[src/sv/kps_pkg.sv]
// Shared types, codes and lookup tables for the 3x4 keypad scanner.
`timescale 1ns / 1ps

package kps_pkg;

	// Key codes
	localparam logic [3:0] CODE_STAR = 4'd10;
	localparam logic [3:0] CODE_HASH = 4'd11;
	localparam logic [3:0] CODE_NONE = 4'd12;

	// Operation codes carried on tuser
	localparam logic OP_SCAN  = 1'b0;
	localparam logic OP_WRITE = 1'b1;

	// Scan phases: even drives a column, odd samples the rows
	localparam logic [2:0] PHASE_FIRST = 3'd0;
	localparam logic [2:0] PHASE_LAST  = 3'd5;

	// Column outputs with no column selected
	localparam logic [2:0] DRIVE_IDLE = 3'b111;

	// One input beat
	typedef struct packed {
		logic       operation;
		logic [3:0] row_lines;
		logic       hold;
		logic [3:0] set_value;
	} item_t;

	// One result beat
	typedef struct packed {
		logic [2:0] column_drive;
		logic [3:0] key_code;
	} result_t;

	// Column drive pattern, low bit selects the column
	function automatic logic [2:0] col_drive(input logic [1:0] col);
		logic [2:0] d;
		unique case (col)
			2'd0:    d = 3'b110;
			2'd1:    d = 3'b101;
			2'd2:    d = 3'b011;
			default: d = DRIVE_IDLE;
		endcase
		return d;
	endfunction

	// Key at a column and row, rows top to bottom
	function automatic logic [3:0] key_at(input logic [1:0] col, input logic [1:0] row);
		logic [3:0] k;
		unique case ({col, row})
			4'b00_00: k = 4'd1;
			4'b00_01: k = 4'd4;
			4'b00_10: k = 4'd7;
			4'b00_11: k = CODE_STAR;
			4'b01_00: k = 4'd2;
			4'b01_01: k = 4'd5;
			4'b01_10: k = 4'd8;
			4'b01_11: k = 4'd0;
			4'b10_00: k = 4'd3;
			4'b10_01: k = 4'd6;
			4'b10_10: k = 4'd9;
			4'b10_11: k = CODE_HASH;
			default:  k = CODE_NONE;
		endcase
		return k;
	endfunction

endpackage

[src/sv/kps_core.sv]
// Scanner state and its registered update for each input beat.
`timescale 1ns / 1ps

module kps_core (
	input  logic             clk,
	input  logic             arst_n,
	input  logic             en,
	input  kps_pkg::item_t   item,
	output kps_pkg::result_t result
);

	logic [2:0] phase_q;
	logic [2:0] col_q;
	logic       held_q;
	logic [3:0] pressed_q;
	logic [3:0] result_q;

	logic [2:0] phase_d;
	logic [2:0] col_d;
	logic       held_d;
	logic [3:0] pressed_d;
	logic [3:0] result_d;

	logic [2:0] ph;
	logic [1:0] col;
	logic       any_low;
	logic [1:0] row;
	logic       hit;
	logic       none;
	logic [3:0] key;

	// Fold unreachable phases onto the first one
	assign ph  = (phase_q > kps_pkg::PHASE_LAST) ? kps_pkg::PHASE_FIRST : phase_q;
	assign col = ph[2:1];

	// Pick the topmost low row
	always_comb begin
		any_low = ~&item.row_lines;
		priority if (!item.row_lines[0]) begin
			row = 2'd0;
		end else if (!item.row_lines[1]) begin
			row = 2'd1;
		end else if (!item.row_lines[2]) begin
			row = 2'd2;
		end else begin
			row = 2'd3;
		end
	end

	assign hit  = ph[0] & any_low;
	assign none = ph[0] & ~any_low & (ph == kps_pkg::PHASE_LAST);
	assign key  = kps_pkg::key_at(col, row);

	// Next state for this beat
	always_comb begin
		phase_d   = phase_q;
		col_d     = col_q;
		held_d    = held_q;
		pressed_d = pressed_q;
		result_d  = result_q;
		if (item.operation == kps_pkg::OP_WRITE) begin
			result_d = (item.set_value > kps_pkg::CODE_NONE) ? kps_pkg::CODE_NONE
			                                                 : item.set_value;
		end else if (!item.hold) begin
			if (!ph[0]) begin
				col_d   = kps_pkg::col_drive(col);
				phase_d = ph + 3'd1;
			end else if (hit || none) begin
				phase_d = kps_pkg::PHASE_FIRST;
			end else begin
				phase_d = ph + 3'd1;
			end
			// Latch on press, publish on release
			if (!held_q && hit) begin
				pressed_d = key;
				result_d  = kps_pkg::CODE_NONE;
				held_d    = 1'b1;
			end else if (held_q && none) begin
				held_d   = 1'b0;
				result_d = pressed_q;
			end
		end
	end

	// Commit the update when the beat moves on
	always_ff @(posedge clk or negedge arst_n) begin
		if (!arst_n) begin
			phase_q   <= kps_pkg::PHASE_FIRST;
			col_q     <= kps_pkg::DRIVE_IDLE;
			held_q    <= 1'b0;
			pressed_q <= kps_pkg::CODE_NONE;
			result_q  <= kps_pkg::CODE_NONE;
		end else if (en) begin
			phase_q   <= phase_d;
			col_q     <= col_d;
			held_q    <= held_d;
			pressed_q <= pressed_d;
			result_q  <= result_d;
		end
	end

	assign result.column_drive = col_d;
	assign result.key_code     = result_d;

endmodule

[src/sv/matrix_keypad_scan_release.sv]
// Top level of the keypad scanner: input register, scan core, output register.
//
//   channel | dir | tdata (low bit up)                               | tuser
//   s_      | in  | row_lines[3:0] hold[4] set_value[8:5] zeros      | operation
//   m_      | out | column_drive[2:0] key_code[6:3] zero[7]          | -
//
// One beat per clock while the output is not stalled; each beat is registered
// in the input register, then the output register. The scan state updates as
// a beat passes between the two, so that loop sets the rate.
// Reset clears the scan state and the valid flags; the stored code restarts at none.
// A stalled output holds its beat; the input register still takes a beat
// whenever it is itself empty or the output register is empty or being drained.
`timescale 1ns / 1ps

module matrix_keypad_scan_release (
	input  logic        clk,
	input  logic        arst_n,
	input  logic        s_tvalid,
	output logic        s_tready,
	input  logic [15:0] s_tdata,  // row_lines[3:0], hold[4], set_value[8:5], zero[15:9]
	input  logic        s_tuser,  // operation[0]
	output logic        m_tvalid,
	input  logic        m_tready,
	output logic [7:0]  m_tdata   // column_drive[2:0], key_code[6:3], zero[7]
);

	logic               valid_s1;
	kps_pkg::item_t     item_s1;
	logic               advance;
	kps_pkg::result_t   result;
	logic               out_valid_q;
	kps_pkg::result_t   out_q;

	// Move a beat on when the output register is free or draining
	assign advance  = ~out_valid_q | m_tready;
	assign s_tready = ~valid_s1 | advance;

	// Input register
	always_ff @(posedge clk or negedge arst_n) begin
		if (!arst_n) begin
			valid_s1 <= 1'b0;
		end else if (s_tready) begin
			valid_s1 <= s_tvalid;
		end
	end

	always_ff @(posedge clk) begin
		if (s_tready && s_tvalid) begin
			item_s1.operation <= s_tuser;
			item_s1.row_lines <= s_tdata[3:0];
			item_s1.hold      <= s_tdata[4];
			item_s1.set_value <= s_tdata[8:5];
		end
	end

	kps_core u_core (
		.clk    (clk),
		.arst_n (arst_n),
		.en     (valid_s1 & advance),
		.item   (item_s1),
		.result (result)
	);

	// Output register
	always_ff @(posedge clk or negedge arst_n) begin
		if (!arst_n) begin
			out_valid_q <= 1'b0;
		end else if (advance) begin
			out_valid_q <= valid_s1;
		end
	end

	always_ff @(posedge clk) begin
		if (advance && valid_s1) begin
			out_q <= result;
		end
	end

	assign m_tvalid = out_valid_q;
	assign m_tdata  = {1'b0, out_q.key_code, out_q.column_drive};

`ifndef SYNTHESIS
	// At most one column is driven low
	a_one_column: assert property (@(posedge clk) disable iff (!arst_n)
		m_tvalid |-> ($countones(~m_tdata[2:0]) <= 1))
		else $error("more than one column driven");

	// Key code stays within the code range
	a_code_range: assert property (@(posedge clk) disable iff (!arst_n)
		m_tvalid |-> (m_tdata[6:3] <= kps_pkg::CODE_NONE))
		else $error("key code out of range");

	// An empty output register never blocks the input side
	a_no_block: assert property (@(posedge clk) disable iff (!arst_n)
		!m_tvalid |-> s_tready)
		else $error("input stalled with empty output");

	// A beat in the input register reaches the output in the next cycle when free
	a_forward: assert property (@(posedge clk) disable iff (!arst_n)
		(valid_s1 && (!m_tvalid || m_tready)) |=> m_tvalid)
		else $error("beat lost between stages");
`endif

endmodule

[config.mk]
export PLATFORM = sky130hd
export DESIGN_NAME = matrix_keypad_scan_release
export DESIGN_NICKNAME = d
export VERILOG_FILES = /design/src/sv/kps_pkg.sv /design/src/sv/kps_core.sv /design/src/sv/matrix_keypad_scan_release.sv
export SDC_FILE = /design/constraint.sdc
export NUM_CORES = 1
export LEC_CHECK = 0
export BUFFER_PORTS_ARGS = -buffer_cell sky130_fd_sc_hd__buf_2
export CAP_MARGIN = 20
export CELL_PAD_IN_SITES_DETAIL_PLACEMENT = 1
export CELL_PAD_IN_SITES_GLOBAL_PLACEMENT = 1
export CORE_MARGIN = 2
export CORE_UTILIZATION = 36
export DETAILED_ROUTE_END_ITERATION = 16
export GPL_TIMING_DRIVEN = 0
export PLACE_DENSITY_LB_ADDON = 0.1
export SYNTH_ARGS = -nofsm -noshare
export SYNTH_HDL_FRONTEND = slang
export SYNTH_SLANG_ARGS = --single-unit
[constraint.sdc]
create_clock -name clk -period 4.5 [get_ports clk]
set_input_delay 0.225 -clock clk [delete_from_list [all_inputs] [get_ports clk]]
set_output_delay 0.225 -clock clk [all_outputs]
set_load 0.1 [all_outputs]
==> flow_summary_export.csv <==
group,metric,value,unit
run_status,status,"completed",
logic_synthesis,async_reset_ff_share,50.0,%
clock_tree,clock_latency,0.29,ns
critical_path,r2r_cells,6,
power_and_ir_drop,power.leakage,0.000875,µW
logic_synthesis,synth.area.top_cells,"edfxtp_1 (28%), dfrtp_1 (14%), dfstp_2 (10%)",
place,dp_hpwl,2.88,mm
critical_path,critPathLaunchType,"register",
logic_synthesis,synth_edf_count,17,
die,die_width,74.7,µm
logic_synthesis,ys_seq_area_share,52.5,%
clock_tree,clock-sinks,34,
logic_synthesis,yosys.area.top_type,"edfxtp_1",
clock_tree,root_buffer,"clkbuf_8",
logic_synthesis,syn_area_per_cell,11.8,µm²
place,numPortBuffers,22,
die,die_area,5580,µm²
clock_tree,clk_path_buf_depth,2,
min_path,hold_class,"in -> reg",
die,start_util,37.6,%
final_layout,area_delta_synth_final,16.1,%
logic_synthesis,synth_most_common_cell,"edfxtp_1",
timing,rsz0062_at_grt,"no",
critical_path,r2r-start,"u_core.phase_q[0]$_DFFE_PN0P_",
clock_tree,cts_tree,"built",
drt,viasPerCell,5.08,
final_layout,final_core_util,43.6,%
timing,setup_viol,0,
min_path,whs_path_depth,1,
global_routing,grtUsageTotal,15.4,%
global_routing,grt_antenna_before_repair,0,
logic_synthesis,syn_area,1800,µm²
drt,vias,1275,
die,core_area,4790,µm²
global_routing,grt_pass1_wl,6.27,mm
drt,dr.pass1.iters,4,
global_routing,grt_max_degree,18,
timing,fin_skew,0.00492,ns
die,fp.dieH,74.7,µm
logic_synthesis,syn-num-nets,179,
timing,hold_viol_final,0,
logic_synthesis,yosysWarnings,0,
critical_path,critPathMaxFanout,10,
logic_synthesis,synth_top_area_share,28.4,%
final_layout,layout.nets,209,
critical_path,r2r_slack,2.70,ns
final_layout,insertedDiodeCount,0,
critical_path,crit_type,"reg -> reg",
timing,fmax,0.555,GHz
power_and_ir_drop,power.density,432,nW/µm²
timing,fin_crit_sh,40.0,%
clock_tree,clk_pin_slew,0.07,ns
min_path,whs_endpoint,"item_s1[8]$_DFFE_PP_",
critical_path,critPathMaxStageDelay,0.45,ns
flow_run,cap_viol_max_count,0,
critical_path,endpoint_kind,"register",
critical_path,worstPathArrival,1.98,ns
global_routing,grt_pass1_vias,1320,
timing,period_needed,1.80,ns
logic_synthesis,synthFlopType,"edfxtp_1",
place,routabilityCongestion,0.737,
power_and_ir_drop,total_power,901,µW
global_routing,grt.overflow.total,0,
drt,drt_iter0_markers,52,
drt,ant_nets,0,
timing,setup_tns,0,ns
clock_tree,cts_buffers,5,
logic_synthesis,synthCells,153,
logic_synthesis,synthTopCellsByCount,"edfxtp_1 (17), a21oi_1 (11), dfrtp_1 (10), inv_1 (10)",
drt,drc_errors,0,
drt,finalWirelength,3.75,mm
power_and_ir_drop,peakVddDrop,0.256,mV
logic_synthesis,ys_ff_latch,34,
min_path,hold_start,"s_tdata[3]",
place,dp.cells,242,
die,io_pins,31,
timing,slew_viol_final,0,
critical_path,required,4.67,ns
die,rows,25,
logic_synthesis,synthDistinctLibCells,47,
final_layout,layout.cells.non_filler,251,
critical_path,r2r_end,"u_core.phase_q[2]$_DFFE_PN0P_",
drt,wl_per_cell,14.9,µm
critical_path,worstPathCellList,"clkbuf_1 -> nand2_1 -> inv_1 -> ha_1 -> o31ai_1 -> a22o_1",
clock_tree,htreeDepth,2,
clock_tree,post_cts.repair.setup_buffers,0,
final_layout,drive_gt1_share,31.0,%
critical_path,slowest_stage,"dfrtp_1",
per-layer routing:
layer	wire (µm)	track usage (%)	vias up	part of all wire [%]
li1	-	-	625	-
met1	1670	19.3	625	45
met2	1910	25.6	20	51
met3	121	4.42	5	3.2
met4	42	5.36	0	1.1
met5	0	0	-	0
where the power goes:
group	total [µW]	internal, µW	switching (µW)
logic	243	77.5	166
clock network	219	106	113
registers	439	397	42.3
total	901	580	321
critical path: cells and delay by family, from the launching register on:
kind / cells / cell delay, ns
buffers and inverters: 2 / 0.51
DFF: 1 / 0.45
AOI/OAI and AO/OA: 2 / 0.30
and+or+nand+nor: 1 / 0.25
adders and majority gates: 1 / 0.17
worst max path at each step:
stage / from / end / slack (ns) / cells past startpoint
global placement: u_core.phase_q[0]$_DFFE_PN0P_ / u_core.phase_q[2]$_DFFE_PN0P_ / 2.77 / 6
global route: u_core.phase_q[2]$_DFFE_PN0P_ / u_core.phase_q[2]$_DFFE_PN0P_ / 2.50 / 7
floorplan: m_tvalid$_DFFE_PN0P_ / item_s1[0]$_DFFE_PP_ / 1.67 / 2
detailed placement: item_s1[7]$_DFFE_PP_ / u_core.pressed_q[3]$_DFFE_PN1P_ / 2.72 / 8
finish: u_core.phase_q[0]$_DFFE_PN0P_ / u_core.phase_q[2]$_DFFE_PN0P_ / 2.70 / 6
CTS: u_core.phase_q[0]$_DFFE_PN0P_ / u_core.phase_q[2]$_DFFE_PN0P_ / 2.71 / 6
repair_timing:
action	CTS	global route
hold endpoints to repair	10	0
hold buffers	1	0
gates resized for setup	0	0
endpoints found under the setup margin	0	0
placed cells by master (no fill, tap or decap), drive strengths merged, types with 2 or more instances in the layout:
master   count
and3         3
clkbuf       6
o22ai        3
nand2        8
o31ai        2
dfstp        7
a21oi       11
inv         10
o2bb2ai      2
and4         3
o21ai        7
edfxtp      17
buf         30
nor2b        5
nand4        4
a2111oi      2
nor3         2
mux2         4
a22oi        2
clkinv       3
mux2i        3
nor2         5
nand2b       6
dfrtp       10
a31oi        8
ha           5
sequential cells by signal, indices dropped and copies added, names as in the netlist:
signal and count:
item_s1 10, m_tdata 7, m_tvalid 1, u_core.col_q 3
u_core.held_q 1, u_core.phase_q 3, u_core.pressed_q 4, u_core.result_q 4
valid_s1 1
cell type report:
class                   count  area, µm²
fillers                   543       2700
flip-flops and latches     34        945
multi-input cells          99        752
repair buffers             23        120
well taps                  67       83.8
clock buffers               5       68.8
plain buffers               9       61.3
inverters                  11       41.3
clock inverters             3       16.3
stage by stage:
stage          hold slack [ns]  area [µm²]  setup slack [ns]
2_1_floorplan          -0.0706        1800              1.67
3_3_place_gp             0.189        1990              2.77
3_5_place_dp             0.192        1990              2.72
4_1_cts                  0.102        2090              2.71
5_1_grt                 0.0953        2090              2.50
6_report                 0.109        2090              2.70
kinds of logic (layout without fill, tap and decap cells):
family	count (synthesis)	in the layout	synth area share (%)
AO/OA/AOI/OAI	44	44	18.5
XOR/XNOR	1	1	0.487
multiplexers	7	7	4.17
adder cells (fa/ha/maj)	5	5	3.48
flip-flops	34	34	52.5
other	1	1	0.208
AND/OR/NAND/NOR	41	41	15.0
buffers and inverters	20	51	5.70
Power figures use the tool's default switching activity.
